**config.mk**
```make
export PLATFORM = sky130hd
export DESIGN_NAME = clock_synth_setting_picker_flat
export DESIGN_NICKNAME = d
export VERILOG_FILES = /design/src/sv/csp_pkg.sv /design/src/sv/csp_req_if.sv /design/src/sv/csp_rsp_if.sv /design/src/sv/clock_synth_setting_picker.sv /design/src/sv/csp_ctrl.sv /design/src/sv/csp_dpath.sv /design/src/flat_wrapper.sv
export SDC_FILE = /design/constraint.sdc
export NUM_CORES = 1
export LEC_CHECK = 0
export ABC_AREA = 1
export BUFFER_PORTS_ARGS = -buffer_cell sky130_fd_sc_hd__buf_2
export CAP_MARGIN = 20
export CELL_PAD_IN_SITES_DETAIL_PLACEMENT = 2
export CELL_PAD_IN_SITES_GLOBAL_PLACEMENT = 2
export CORE_ASPECT_RATIO = 0.7
export CORE_MARGIN = 2
export CORE_UTILIZATION = 42
export DETAILED_ROUTE_END_ITERATION = 7
export PLACE_DENSITY = 0.95
export SYNTH_ARGS = -nofsm -noshare
export SYNTH_HDL_FRONTEND = slang
export SYNTH_HIERARCHICAL = 1
export SYNTH_SLANG_ARGS = --single-unit
```
**constraint.sdc**
```tcl
create_clock -name clock -period 18.54 [get_ports clock]
set_input_delay 3.708 -clock clock [delete_from_list [all_inputs] [get_ports clock]]
set_output_delay 3.708 -clock clock [all_outputs]
set_load 0.005 [all_outputs]
```
**src/sv/csp_pkg.sv**
```systemverilog
`default_nettype none

package csp_pkg;

   localparam int TargetWidth  = 19;
   localparam int KhzWidth     = 18;
   localparam int OdWidth      = 3;
   localparam int WordWidth    = 8;
   localparam int OscWidth     = 11;
   localparam int ProductWidth = 22;
   localparam int ScaledWidth  = 19;
   localparam int RecipWidth   = 23;
   localparam int CsrAddrWidth = 3;
   localparam int CsrDataWidth = 32;

   localparam logic [KhzWidth-1:0]     MaxKhzReset  = 18'd160000;
   localparam logic [KhzWidth-1:0]     OldKhzReset  = 18'd12000;
   localparam logic [10:0]             RoundUpAdd   = 11'd1999;
   localparam logic [ProductWidth-1:0] FitLow       = 22'd10000;
   localparam logic [ProductWidth-1:0] FitHigh      = 22'd320000;
   localparam logic [ProductWidth-1:0] WordLowEdge  = 22'd24000;
   localparam logic [ProductWidth-1:0] WordHighEdge = 22'd322000;
   localparam logic [WordWidth-1:0]    WordMin      = 8'd4;
   localparam logic [WordWidth-1:0]    WordMax      = 8'd152;
   localparam logic [WordWidth-1:0]    WordOffset   = 8'd8;
   localparam logic [OdWidth-1:0]      LastStep     = 3'd7;
   // floor(p/2000) == floor((p>>4) * 33555 >> 22) for p below 2^19
   localparam logic [15:0]             QuotRecip    = 16'd33555;
   localparam int                      RecipShift   = 22;

   // register index, at byte address 4*index
   localparam logic [0:0] CsrMaxKhz = 1'b0;

   typedef enum logic [2:0] {
      ST_IDLE,
      ST_SEARCH,
      ST_QUOT,
      ST_SCALE,
      ST_DIV,
      ST_FINISH
   } csp_state_type;

   typedef struct packed {
      logic load;
      logic step;
      logic quot;
      logic scale;
      logic div;
      logic emit;
   } csp_cmd_type;

   typedef struct packed {
      logic hit;
   } csp_status_type;

   // divisor table indexed by od_select
   function automatic logic [3:0] div_of(input logic [OdWidth-1:0] od);
      logic [3:0] d;
      unique case (od)
         3'd0: d = 4'd10;
         3'd1: d = 4'd2;
         3'd2: d = 4'd8;
         3'd3: d = 4'd4;
         3'd4: d = 4'd5;
         3'd5: d = 4'd7;
         3'd6: d = 4'd9;
         default: d = 4'd6;
      endcase
      return d;
   endfunction

   // od_select for each search step, divisors in ascending order
   function automatic logic [OdWidth-1:0] od_ascending(input logic [OdWidth-1:0] idx);
      logic [OdWidth-1:0] od;
      unique case (idx)
         3'd0: od = 3'd1;
         3'd1: od = 3'd3;
         3'd2: od = 3'd4;
         3'd3: od = 3'd7;
         3'd4: od = 3'd5;
         3'd5: od = 3'd2;
         3'd6: od = 3'd6;
         default: od = 3'd0;
      endcase
      return od;
   endfunction

   // 2000/d reduced: numerator factor, leftover divisor 1, 3, 7 or 9
   function automatic logic [10:0] scale_of(input logic [OdWidth-1:0] od);
      logic [10:0] k;
      unique case (od)
         3'd0: k = 11'd200;
         3'd1: k = 11'd1000;
         3'd2: k = 11'd250;
         3'd3: k = 11'd500;
         3'd4: k = 11'd400;
         3'd5: k = 11'd2000;
         3'd6: k = 11'd2000;
         default: k = 11'd1000;
      endcase
      return k;
   endfunction

   // ceil(2^22 / leftover divisor), exact for 19-bit numerators
   function automatic logic [RecipWidth-1:0] recip_of(input logic [OdWidth-1:0] od);
      logic [RecipWidth-1:0] m;
      unique case (od)
         3'd5: m = 23'd599187;
         3'd6: m = 23'd466034;
         3'd7: m = 23'd1398102;
         default: m = 23'd4194304;
      endcase
      return m;
   endfunction

endpackage

`default_nettype wire

```
**src/sv/csp_req_if.sv**
```systemverilog
`default_nettype none

interface csp_req_if;
   import csp_pkg::*;

   logic                   valid;
   logic                   ready;
   logic [TargetWidth-1:0] target_khz;
   logic                   round_up;

   modport source (output valid, output target_khz, output round_up, input ready);
   modport sink   (input valid, input target_khz, input round_up, output ready);
endinterface

`default_nettype wire

```
**src/sv/csp_rsp_if.sv**
```systemverilog
`default_nettype none

interface csp_rsp_if;
   import csp_pkg::*;

   logic                 valid;
   logic                 ready;
   logic [OdWidth-1:0]   od_select;
   logic [WordWidth-1:0] vco_word;
   logic [OscWidth-1:0]  osc_field;
   logic [KhzWidth-1:0]  new_khz;
   logic [KhzWidth-1:0]  old_khz;
   logic                 changed;

   modport source (output valid, output od_select, output vco_word, output osc_field,
                   output new_khz, output old_khz, output changed, input ready);
   modport sink   (input valid, input od_select, input vco_word, input osc_field,
                   input new_khz, input old_khz, input changed, output ready);
endinterface

`default_nettype wire

```
**src/sv/clock_synth_setting_picker.sv**
```systemverilog
// the divisor search tries one divisor per cycle, then one step each for the /2000
// reciprocal multiply, the word and scale multiply and the final divide
// a new request is taken only in idle, once the last result is in the output register
// reset: synchronous active high, max_khz back to 160000, stored setting back to 12000 khz
`default_nettype none

module clock_synth_setting_picker (
   input  wire logic                                clock,
   input  wire logic                                reset,
   csp_req_if.sink                                  req_bus,
   csp_rsp_if.source                                rsp_bus,
   input  wire logic                                psel,
   input  wire logic                                penable,
   input  wire logic                                pwrite,
   input  wire logic [csp_pkg::CsrAddrWidth-1:0]    paddr,
   input  wire logic [csp_pkg::CsrDataWidth-1:0]    pwdata,
   output logic      [csp_pkg::CsrDataWidth-1:0]    prdata,
   output logic                                     pready
);
   import csp_pkg::*;

   logic [KhzWidth-1:0] max_khz_ff;
   logic                csr_write;
   logic                csr_hit;
   csp_cmd_type         cmd;
   csp_status_type      status;

   // register file: a single cap register, decoded at byte addresses 0 to 3
   assign pready    = 1'b1;
   assign csr_hit   = paddr[CsrAddrWidth-1] == CsrMaxKhz;
   assign csr_write = psel && penable && pwrite && pready;

   always_ff @(posedge clock) begin
      if (reset) begin
         max_khz_ff <= MaxKhzReset;
      end else if (csr_write && csr_hit) begin
         max_khz_ff <= pwdata[KhzWidth-1:0];
      end
   end

   assign prdata = csr_hit ? {{(CsrDataWidth-KhzWidth){1'b0}}, max_khz_ff} : '0;

   // sequencer: search, quotient, scale, divide, hand off
   csp_ctrl u_ctrl (
      .clock     (clock),
      .reset     (reset),
      .req_valid (req_bus.valid),
      .req_ready (req_bus.ready),
      .rsp_ready (rsp_bus.ready),
      .rsp_valid (rsp_bus.valid),
      .status    (status),
      .cmd       (cmd)
   );

   // arithmetic, stored setting and result register
   csp_dpath u_dpath (
      .clock      (clock),
      .reset      (reset),
      .cmd        (cmd),
      .status     (status),
      .max_khz    (max_khz_ff),
      .target_khz (req_bus.target_khz),
      .round_up   (req_bus.round_up),
      .od_select  (rsp_bus.od_select),
      .vco_word   (rsp_bus.vco_word),
      .osc_field  (rsp_bus.osc_field),
      .new_khz    (rsp_bus.new_khz),
      .old_khz    (rsp_bus.old_khz),
      .changed    (rsp_bus.changed)
   );

   a_cap_write: assert property (@(posedge clock) disable iff (reset)
      (csr_write && csr_hit) |=> max_khz_ff == $past(pwdata[KhzWidth-1:0]))
      else $error("cap register write lost");

   a_cap_hold: assert property (@(posedge clock) disable iff (reset)
      !(csr_write && csr_hit) |=> $stable(max_khz_ff))
      else $error("cap register changed without a write");

   a_ready_only_idle: assert property (@(posedge clock) disable iff (reset)
      req_bus.ready |-> !(cmd.step || cmd.quot || cmd.scale || cmd.div))
      else $error("request ready while busy");

endmodule

`default_nettype wire

```
**src/sv/csp_ctrl.sv**
```systemverilog
`default_nettype none

module csp_ctrl (
   input  wire logic                    clock,
   input  wire logic                    reset,
   input  wire logic                    req_valid,
   output logic                         req_ready,
   input  wire logic                    rsp_ready,
   output logic                         rsp_valid,
   input  wire csp_pkg::csp_status_type status,
   output csp_pkg::csp_cmd_type         cmd
);
   import csp_pkg::*;

   csp_state_type state_ff, state_in;
   logic          rsp_valid_ff, rsp_valid_in;

   always_ff @(posedge clock) begin
      if (reset) begin
         state_ff     <= ST_IDLE;
         rsp_valid_ff <= 1'b0;
      end else begin
         state_ff     <= state_in;
         rsp_valid_ff <= rsp_valid_in;
      end
   end

   always_comb begin
      state_in     = state_ff;
      cmd          = '0;
      req_ready    = 1'b0;
      rsp_valid_in = rsp_valid_ff && !rsp_ready;
      unique case (state_ff)
         ST_IDLE: begin
            req_ready = 1'b1;
            if (req_valid) begin
               cmd.load = 1'b1;
               state_in = ST_SEARCH;
            end
         end
         ST_SEARCH: begin
            cmd.step = 1'b1;
            if (status.hit) begin
               state_in = ST_QUOT;
            end
         end
         ST_QUOT: begin
            cmd.quot = 1'b1;
            state_in = ST_SCALE;
         end
         ST_SCALE: begin
            cmd.scale = 1'b1;
            state_in  = ST_DIV;
         end
         ST_DIV: begin
            cmd.div  = 1'b1;
            state_in = ST_FINISH;
         end
         ST_FINISH: begin
            // wait for the output register to drain
            if (!rsp_valid_ff || rsp_ready) begin
               cmd.emit     = 1'b1;
               rsp_valid_in = 1'b1;
               state_in     = ST_IDLE;
            end
         end
         default: state_in = ST_IDLE;
      endcase
   end

   assign rsp_valid = rsp_valid_ff;

   a_load_starts_search: assert property (@(posedge clock) disable iff (reset)
      cmd.load |=> state_ff == ST_SEARCH)
      else $error("accepted beat did not start the search");

   a_quot_after_hit: assert property (@(posedge clock) disable iff (reset)
      state_ff == ST_QUOT |-> $past(state_ff == ST_SEARCH && status.hit))
      else $error("quotient step entered without a search hit");

   a_emit_sets_valid: assert property (@(posedge clock) disable iff (reset)
      cmd.emit |=> rsp_valid_ff)
      else $error("result emitted but output not valid");

   a_no_emit_over_pending: assert property (@(posedge clock) disable iff (reset)
      cmd.emit |-> (!rsp_valid_ff || rsp_ready))
      else $error("result overwrote a pending beat");

endmodule

`default_nettype wire

```
**src/sv/csp_dpath.sv**
```systemverilog
`default_nettype none

module csp_dpath (
   input  wire logic                                clock,
   input  wire logic                                reset,
   input  wire csp_pkg::csp_cmd_type                cmd,
   output csp_pkg::csp_status_type                  status,
   input  wire logic [csp_pkg::KhzWidth-1:0]        max_khz,
   input  wire logic [csp_pkg::TargetWidth-1:0]     target_khz,
   input  wire logic                                round_up,
   output logic      [csp_pkg::OdWidth-1:0]         od_select,
   output logic      [csp_pkg::WordWidth-1:0]       vco_word,
   output logic      [csp_pkg::OscWidth-1:0]        osc_field,
   output logic      [csp_pkg::KhzWidth-1:0]        new_khz,
   output logic      [csp_pkg::KhzWidth-1:0]        old_khz,
   output logic                                     changed
);
   import csp_pkg::*;

   logic [TargetWidth:0]       raised;
   logic [KhzWidth-1:0]        capped;
   logic [KhzWidth-1:0]        target_ff;
   logic [OdWidth-1:0]         idx_ff;
   logic [OdWidth-1:0]         step_od;
   logic [ProductWidth-1:0]    step_prod;
   logic                       fit;
   logic [OdWidth-1:0]         od_ff;
   logic [ProductWidth-1:0]    prod_ff;
   logic [30:0]                quot_full;
   logic [WordWidth-1:0]       q_ff;
   logic                       lo_ff, hi_ff;
   logic [WordWidth-1:0]       word_in, word_ff;
   logic [WordWidth-1:0]       mult_n;
   logic [ScaledWidth-1:0]     v_ff;
   logic [ScaledWidth+RecipWidth-1:0] div_full;
   logic [KhzWidth-1:0]        new_ff;
   logic [KhzWidth-1:0]        old_khz_ff;
   logic                       differs;
   logic [OdWidth-1:0]         out_od_ff;
   logic [WordWidth-1:0]       out_word_ff;
   logic [KhzWidth-1:0]        out_new_ff, out_old_ff;
   logic                       out_changed_ff;

   // round up and cap
   assign raised = {1'b0, target_khz}
                 + (round_up ? {{(TargetWidth-10){1'b0}}, RoundUpAdd} : '0);
   assign capped = (raised > {2'b00, max_khz}) ? max_khz : raised[KhzWidth-1:0];

   // one divisor per step
   assign step_od   = od_ascending(idx_ff);
   assign step_prod = {4'b0000, target_ff} * {18'd0, div_of(step_od)};
   assign fit       = (step_prod > FitLow) && (step_prod <= FitHigh);
   assign status.hit = fit || (idx_ff == LastStep);

   // product / 2000 via shift and reciprocal, valid inside the word window
   assign quot_full = {16'd0, prod_ff[18:4]} * {15'd0, QuotRecip};

   always_comb begin
      priority if (lo_ff) begin
         word_in = WordMin;
      end else if (hi_ff) begin
         word_in = WordMax;
      end else begin
         word_in = q_ff - WordOffset;
      end
   end

   assign mult_n   = word_in + WordOffset;
   assign div_full = {{RecipWidth{1'b0}}, v_ff} * {{ScaledWidth{1'b0}}, recip_of(od_ff)};
   assign differs  = new_ff != old_khz_ff;

   always_ff @(posedge clock) begin
      if (cmd.load) begin
         target_ff <= capped;
         idx_ff    <= '0;
      end
      if (cmd.step) begin
         od_ff   <= step_od;
         prod_ff <= step_prod;
         idx_ff  <= idx_ff + 3'd1;
      end
      if (cmd.quot) begin
         q_ff  <= quot_full[RecipShift+WordWidth-1:RecipShift];
         lo_ff <= prod_ff < WordLowEdge;
         hi_ff <= prod_ff >= WordHighEdge;
      end
      if (cmd.scale) begin
         word_ff <= word_in;
         v_ff    <= ScaledWidth'({11'd0, mult_n} * {8'd0, scale_of(od_ff)});
      end
      if (cmd.div) begin
         new_ff <= div_full[RecipShift+KhzWidth-1:RecipShift];
      end
      if (cmd.emit) begin
         out_od_ff      <= od_ff;
         out_word_ff    <= word_ff;
         out_new_ff     <= new_ff;
         out_old_ff     <= old_khz_ff;
         out_changed_ff <= differs;
      end
   end

   // frequency of the stored setting
   always_ff @(posedge clock) begin
      if (reset) begin
         old_khz_ff <= OldKhzReset;
      end else if (cmd.emit && differs) begin
         old_khz_ff <= new_ff;
      end
   end

   assign od_select = out_od_ff;
   assign vco_word  = out_word_ff;
   assign osc_field = {out_od_ff, out_word_ff};
   assign new_khz   = out_new_ff;
   assign old_khz   = out_old_ff;
   assign changed   = out_changed_ff;

   a_word_in_range: assert property (@(posedge clock) disable iff (reset)
      cmd.scale |=> (word_ff >= WordMin && word_ff <= WordMax))
      else $error("vco word outside its range");

   a_new_in_range: assert property (@(posedge clock) disable iff (reset)
      cmd.div |=> new_ff <= 18'd160000)
      else $error("achieved frequency out of range");

   a_setting_tracks: assert property (@(posedge clock) disable iff (reset)
      (cmd.emit && differs) |=> old_khz_ff == $past(new_ff))
      else $error("stored setting not updated on change");

   a_held_when_equal: assert property (@(posedge clock) disable iff (reset)
      (cmd.emit && !differs) |=> $stable(old_khz_ff))
      else $error("stored setting moved on equal frequency");

endmodule

`default_nettype wire

```
**src/flat_wrapper.sv**
```systemverilog
// flat-port wrapper written by rule: the top's interface ports become plain ports
module clock_synth_setting_picker_flat import csp_pkg::*;
  (clock, reset, psel, penable, pwrite, paddr, pwdata, prdata, pready, req_bus_valid, req_bus_target_khz, req_bus_round_up, req_bus_ready, rsp_bus_valid, rsp_bus_od_select, rsp_bus_vco_word, rsp_bus_osc_field, rsp_bus_new_khz, rsp_bus_old_khz, rsp_bus_changed, rsp_bus_ready);
  csp_req_if req_bus_i ();
  csp_rsp_if rsp_bus_i ();
  input  wire logic clock;
  input  wire logic reset;
  input  wire logic psel;
  input  wire logic penable;
  input  wire logic pwrite;
  input  wire logic [csp_pkg::CsrAddrWidth-1:0] paddr;
  input  wire logic [csp_pkg::CsrDataWidth-1:0] pwdata;
  output logic      [csp_pkg::CsrDataWidth-1:0] prdata;
  output logic pready;
  input wire logic [$bits(req_bus_i.valid)-1:0] req_bus_valid;
  input wire logic [$bits(req_bus_i.target_khz)-1:0] req_bus_target_khz;
  input wire logic [$bits(req_bus_i.round_up)-1:0] req_bus_round_up;
  output wire logic [$bits(req_bus_i.ready)-1:0] req_bus_ready;
  output wire logic [$bits(rsp_bus_i.valid)-1:0] rsp_bus_valid;
  output wire logic [$bits(rsp_bus_i.od_select)-1:0] rsp_bus_od_select;
  output wire logic [$bits(rsp_bus_i.vco_word)-1:0] rsp_bus_vco_word;
  output wire logic [$bits(rsp_bus_i.osc_field)-1:0] rsp_bus_osc_field;
  output wire logic [$bits(rsp_bus_i.new_khz)-1:0] rsp_bus_new_khz;
  output wire logic [$bits(rsp_bus_i.old_khz)-1:0] rsp_bus_old_khz;
  output wire logic [$bits(rsp_bus_i.changed)-1:0] rsp_bus_changed;
  input wire logic [$bits(rsp_bus_i.ready)-1:0] rsp_bus_ready;
  assign req_bus_i.valid = req_bus_valid;
  assign req_bus_i.target_khz = req_bus_target_khz;
  assign req_bus_i.round_up = req_bus_round_up;
  assign req_bus_ready = req_bus_i.ready;
  assign rsp_bus_valid = rsp_bus_i.valid;
  assign rsp_bus_od_select = rsp_bus_i.od_select;
  assign rsp_bus_vco_word = rsp_bus_i.vco_word;
  assign rsp_bus_osc_field = rsp_bus_i.osc_field;
  assign rsp_bus_new_khz = rsp_bus_i.new_khz;
  assign rsp_bus_old_khz = rsp_bus_i.old_khz;
  assign rsp_bus_changed = rsp_bus_i.changed;
  assign rsp_bus_i.ready = rsp_bus_ready;
  clock_synth_setting_picker u_core (.clock(clock), .reset(reset), .req_bus(req_bus_i), .rsp_bus(rsp_bus_i), .psel(psel), .penable(penable), .pwrite(pwrite), .paddr(paddr), .pwdata(pwdata), .prdata(prdata), .pready(pready));
endmodule
```
==> metrics.sh <==
WORST-SETUP-PATH-TYPE='register to register'
YOSYS-TOP-CELLS-AREA='sky130_fd_sc_hd__fa_1 (24%), sky130_fd_sc_hd__ha_1 (18%), sky130_fd_sc_hd__edfxtp_1 (17%)'
NUMBER_OF_FLOPS_MAPPED_TO_ENABLE_CELLS_BY_YOSYS=148
POST_DETAILED_ROUTING_WIRE_LENGTH_MM=103
NUMCTSBUFFERS=17
MAX_SLEW.WORST_PIN.SLEW_NS=0.984
WORST_PATH_LARGEST_CELL_DELAY_NS=0.65
FINAL.SETUP.TNS_NS=0
SYNTH_AREA_LEADER_CELL='sky130_fd_sc_hd__fa_1'
FLOORPLAN.IO_PINS=156
FMAX_MHz=120
SYNTH_TOP_AREA_SHARE=0.239
DOMINANT_COMBINATIONAL_CELL_FAMILY_BY_AREA_AFTER_SYNTHESIS='adder cells'
FIRST_PASS_GRT_WIRE_LENGTH_MM=157
CRIT_BUF_INV=8
FINALCLOCKSKEW_NS=0.0173
STD_CELL_ROWS=75
LAUNCHING_ELEMENT_OF_THE_WORST_SETUP_PATH='u_core/u_dpath/od_ff[0]'
SYNTH_AREA_UM2=25500
WORSTSETUPSTARTPOINTTYPE='register'
CAP_VIOLATIONS=0
DRT-PASS1-ITER-COUNT=8
MAXSLEWHEADROOM=0.344
CLOCK_LATENCY_NS=0.51
MULTI_INPUT_COMB_AREA_UM2=17000
LAYOUT_NET_COUNT=3870
DIE_HEIGHT_UM=210
SYNTHESIS.AREA_PER_INSTANCE_UM2=8.41
REG2REG_SETUP_SLACK_NS=10.20
POST_SYNTH_MOST_FREQUENT_CELLS='sky130_fd_sc_hd__inv_1 (773), sky130_fd_sc_hd__nand2_1 (455), sky130_fd_sc_hd__nor2_1 (364)'
CTS_ROOT_BUFFER='sky130_fd_sc_hd__clkbuf_16'
REPORT.FINAL.HOLD_VIOL_COUNT=0
YOSYS-MUX-AREA-FRACTION=0
YOSYS_WARNINGS=6
GLOBAL_ROUTE.OVERFLOW_TOTAL=0
YOSYS.CELL_COUNT.TOP_TYPE='sky130_fd_sc_hd__inv_1'
SYNTH_COMPOUND_AREA_FRAC=0.0543
TERMINATION_OF_THE_WORST_SETUP_PATH='u_core/u_dpath/new_ff[9]'
ANTENNA_CELLS=0
CTS-HOLD-FIX-BUFFERS=0
CRITPATHTOPFAMILY='adder cells'
GRT_PASS1_VIAS=25578
GRT_ANTENNA_BEFORE_REPAIR=2
INITIAL_CORE_UTIL=0.426
XOR_XNOR_FRACTION_OF_SYNTH_AREA=0.0237
WORSTREG2REGEND='u_core/u_dpath/new_ff[9]'
CLK_PIN_SLEW_WORST_PATHS_NS=0.09
HOLD_CLASS='register to register'
PORT_BUFFERS=124
PATH_DEPTH=25
CTS-RESIZED-GATES=0
CRITPATHSLOWESTCELL='sky130_fd_sc_hd__edfxtp_1'
WORSTSETUPENDPOINTTYPE='register'
HTREE_LEVELS=4
YOSYSSEQAREASHARE=0.206
SYNTH_FLOP_CELL='sky130_fd_sc_hd__edfxtp_1'
SYNTHTOLAYOUTAREAGROWTH_PCT=7.99
PLACE.GP.CONGESTION=0.928
FINAL_WORST_PATH_PERIOD_NEED_NS=8.34
PIN_COUNT_OF_THE_BIGGEST_NET_ENTERING_GLOBAL_ROUTING=50
CORE-AREA_UM2=60000
AREA.SEQUENTIAL_UM2=5250
REG2REG_FROM='u_core/u_dpath/od_ff[0]'
FINAL.FILL_COUNT=6640
FINALCRITPERIODSHARE=0.450
DRIVE_ABOVE_1_SHARE=0.0710
CLOCK_TREE_FROM_TRITONCTS='done'
DETAIL_ROUTE.ITER0.VIOLATIONS=1422
SYNTH.LIB_CELLS_USED.DISTINCT=56
SYNTH_CELLS=3033
DETAIL_ROUTE.DRC_VIOLATIONS=0
CLKSINKCOUNT=188
POST-CTS-SETUP-BUFFERS=0
VIAS=21927
SLEW_VIOLATIONS=0
TIMING.FINAL.SETUP_VIOLATIONS=0
VIASPERCELL=5.53
ANTENNA_VIOLATING_NETS_POST_ROUTE=0
ASYNCSETRESETFLOPFRACSYNTH=0
SYNTH_SIMPLE_GATE_AREA_SHARE=0.172
RUN_STATUS='finished clean'
REG2REGPATHDEPTH=25
CRITPATHREQUIREDTIME_NS=18.81
DIE_X_UM=299
CTS-ROOT-TO-SINK-BUFFERS=2
GLOBALROUTETOTALUTIL=0.332
TOTAL_DIE_AREA_UM2=62800
WORSTPATHMAXFANOUT=16
CP.ARRIVAL_NS=8.61
SYNTH_SEQ_CELLS=188
DP.FINAL_HPWL_MM=85.9
YOSYS.AREA_SHARE.ADDER=0.415
WL_PER_CELL_UM=26.0
GRT_SETUP_UNREPAIRED='false'
## registers in the layout (all words and copies together) (netlist names)
signal	flops
u_core/u_dpath/prod_ff	22
u_core/max_khz_ff	18
u_core/u_dpath/new_ff	18
u_core/u_dpath/new_khz	18
u_core/u_dpath/old_khz	18
u_core/u_dpath/old_khz_ff	18
u_core/u_dpath/target_ff	18
u_core/u_dpath/v_ff	18
u_core/u_dpath/q_ff	8
u_core/u_dpath/vco_word	8
u_core/u_dpath/word_ff	8
u_core/u_ctrl/state_ff	3
u_core/u_dpath/idx_ff	3
u_core/u_dpath/od_ff	3
u_core/u_dpath/od_select	3
u_core/u_ctrl/rsp_valid	1
u_core/u_dpath/changed	1
u_core/u_dpath/hi_ff	1
u_core/u_dpath/lo_ff	1
## cell type report
cell class | instances | area share
Multi-Input combinational cell | 2022 | 0.618
Sequential cell | 188 | 0.190
Inverter | 784 | 0.107
Tap cell | 808 | 0.0367
Timing Repair Buffer | 131 | 0.0252
Clock buffer | 19 | 0.0165
Clock inverter | 13 | 0.00622
## through the flow
step,instances,area (um2),hold slack [ns],setup slack (ns),util
2_1_floorplan,3046,25600,0.400,10.30,-
3_3_place_gp,3932,26900,0.406,10.41,0.449
3_5_place_dp,3932,26900,0.410,10.36,0.449
4_1_cts,3964,27500,0.442,10.36,0.459
5_1_grt,3965,27600,0.450,10.0,0.460
6_report,3965,27600,0.442,10.20,0.460
## cell usage in the layout (no fill, tap or decap), types with 13 or more instances in the layout
cell type	Yosys	routed
sky130_fd_sc_hd__nor3_1	22	20
sky130_fd_sc_hd__ha_1	359	359
sky130_fd_sc_hd__inv_1	773	773
sky130_fd_sc_hd__a31oi_1	13	13
sky130_fd_sc_hd__nand2_1	455	455
sky130_fd_sc_hd__a21oi_1	116	116
sky130_fd_sc_hd__nand3_1	109	109
sky130_fd_sc_hd__xnor2_1	27	27
sky130_fd_sc_hd__nor2_2	14	14
sky130_fd_sc_hd__buf_2	6	124
sky130_fd_sc_hd__o21ai_0	54	54
sky130_fd_sc_hd__dfxtp_1	40	40
sky130_fd_sc_hd__edfxtp_1	148	148
sky130_fd_sc_hd__nand4_1	22	22
sky130_fd_sc_hd__xor2_1	42	42
sky130_fd_sc_hd__conb_1	2	15
sky130_fd_sc_hd__fa_1	305	305
sky130_fd_sc_hd__nor2_1	364	364
sky130_fd_sc_hd__clkbuf_16	0	18
## cell families after synthesis
group,Yosys count
AND/OR/NAND/NOR,1035
buffers and inverters,836
adder cells (fa/ha/maj),664
AO/OA/AOI/OAI,239
flip-flops,188
XOR/XNOR,69
other,2
## metal layers
layer	vias up	wire length [um]	GRT usage
li1	9525	-	-
met1	11387	43000	0.413
met2	784	51200	0.584
met3	229	5160	0.0486
met4	2	3730	0.126
met5	-	12	0
## worst min-delay path by stage
stage,startpoint,endpoint,depth (start not counted)
floorplan,u_core/u_dpath/word_ff[0],u_core/u_dpath/vco_word[0],0
global placement,u_core/u_dpath/word_ff[3],u_core/u_dpath/vco_word[3],0
detailed placement,u_core/u_dpath/word_ff[7],u_core/u_dpath/vco_word[7],0
CTS,u_core/u_dpath/word_ff[1],u_core/u_dpath/vco_word[1],0
global route,u_core/u_dpath/word_ff[1],u_core/u_dpath/vco_word[1],0
finish,u_core/u_dpath/word_ff[1],u_core/u_dpath/vco_word[1],0
Power is left out: the tool's default activity adds up to more than one toggle a clock period on the data nets, which glitch-free logic cannot reach.
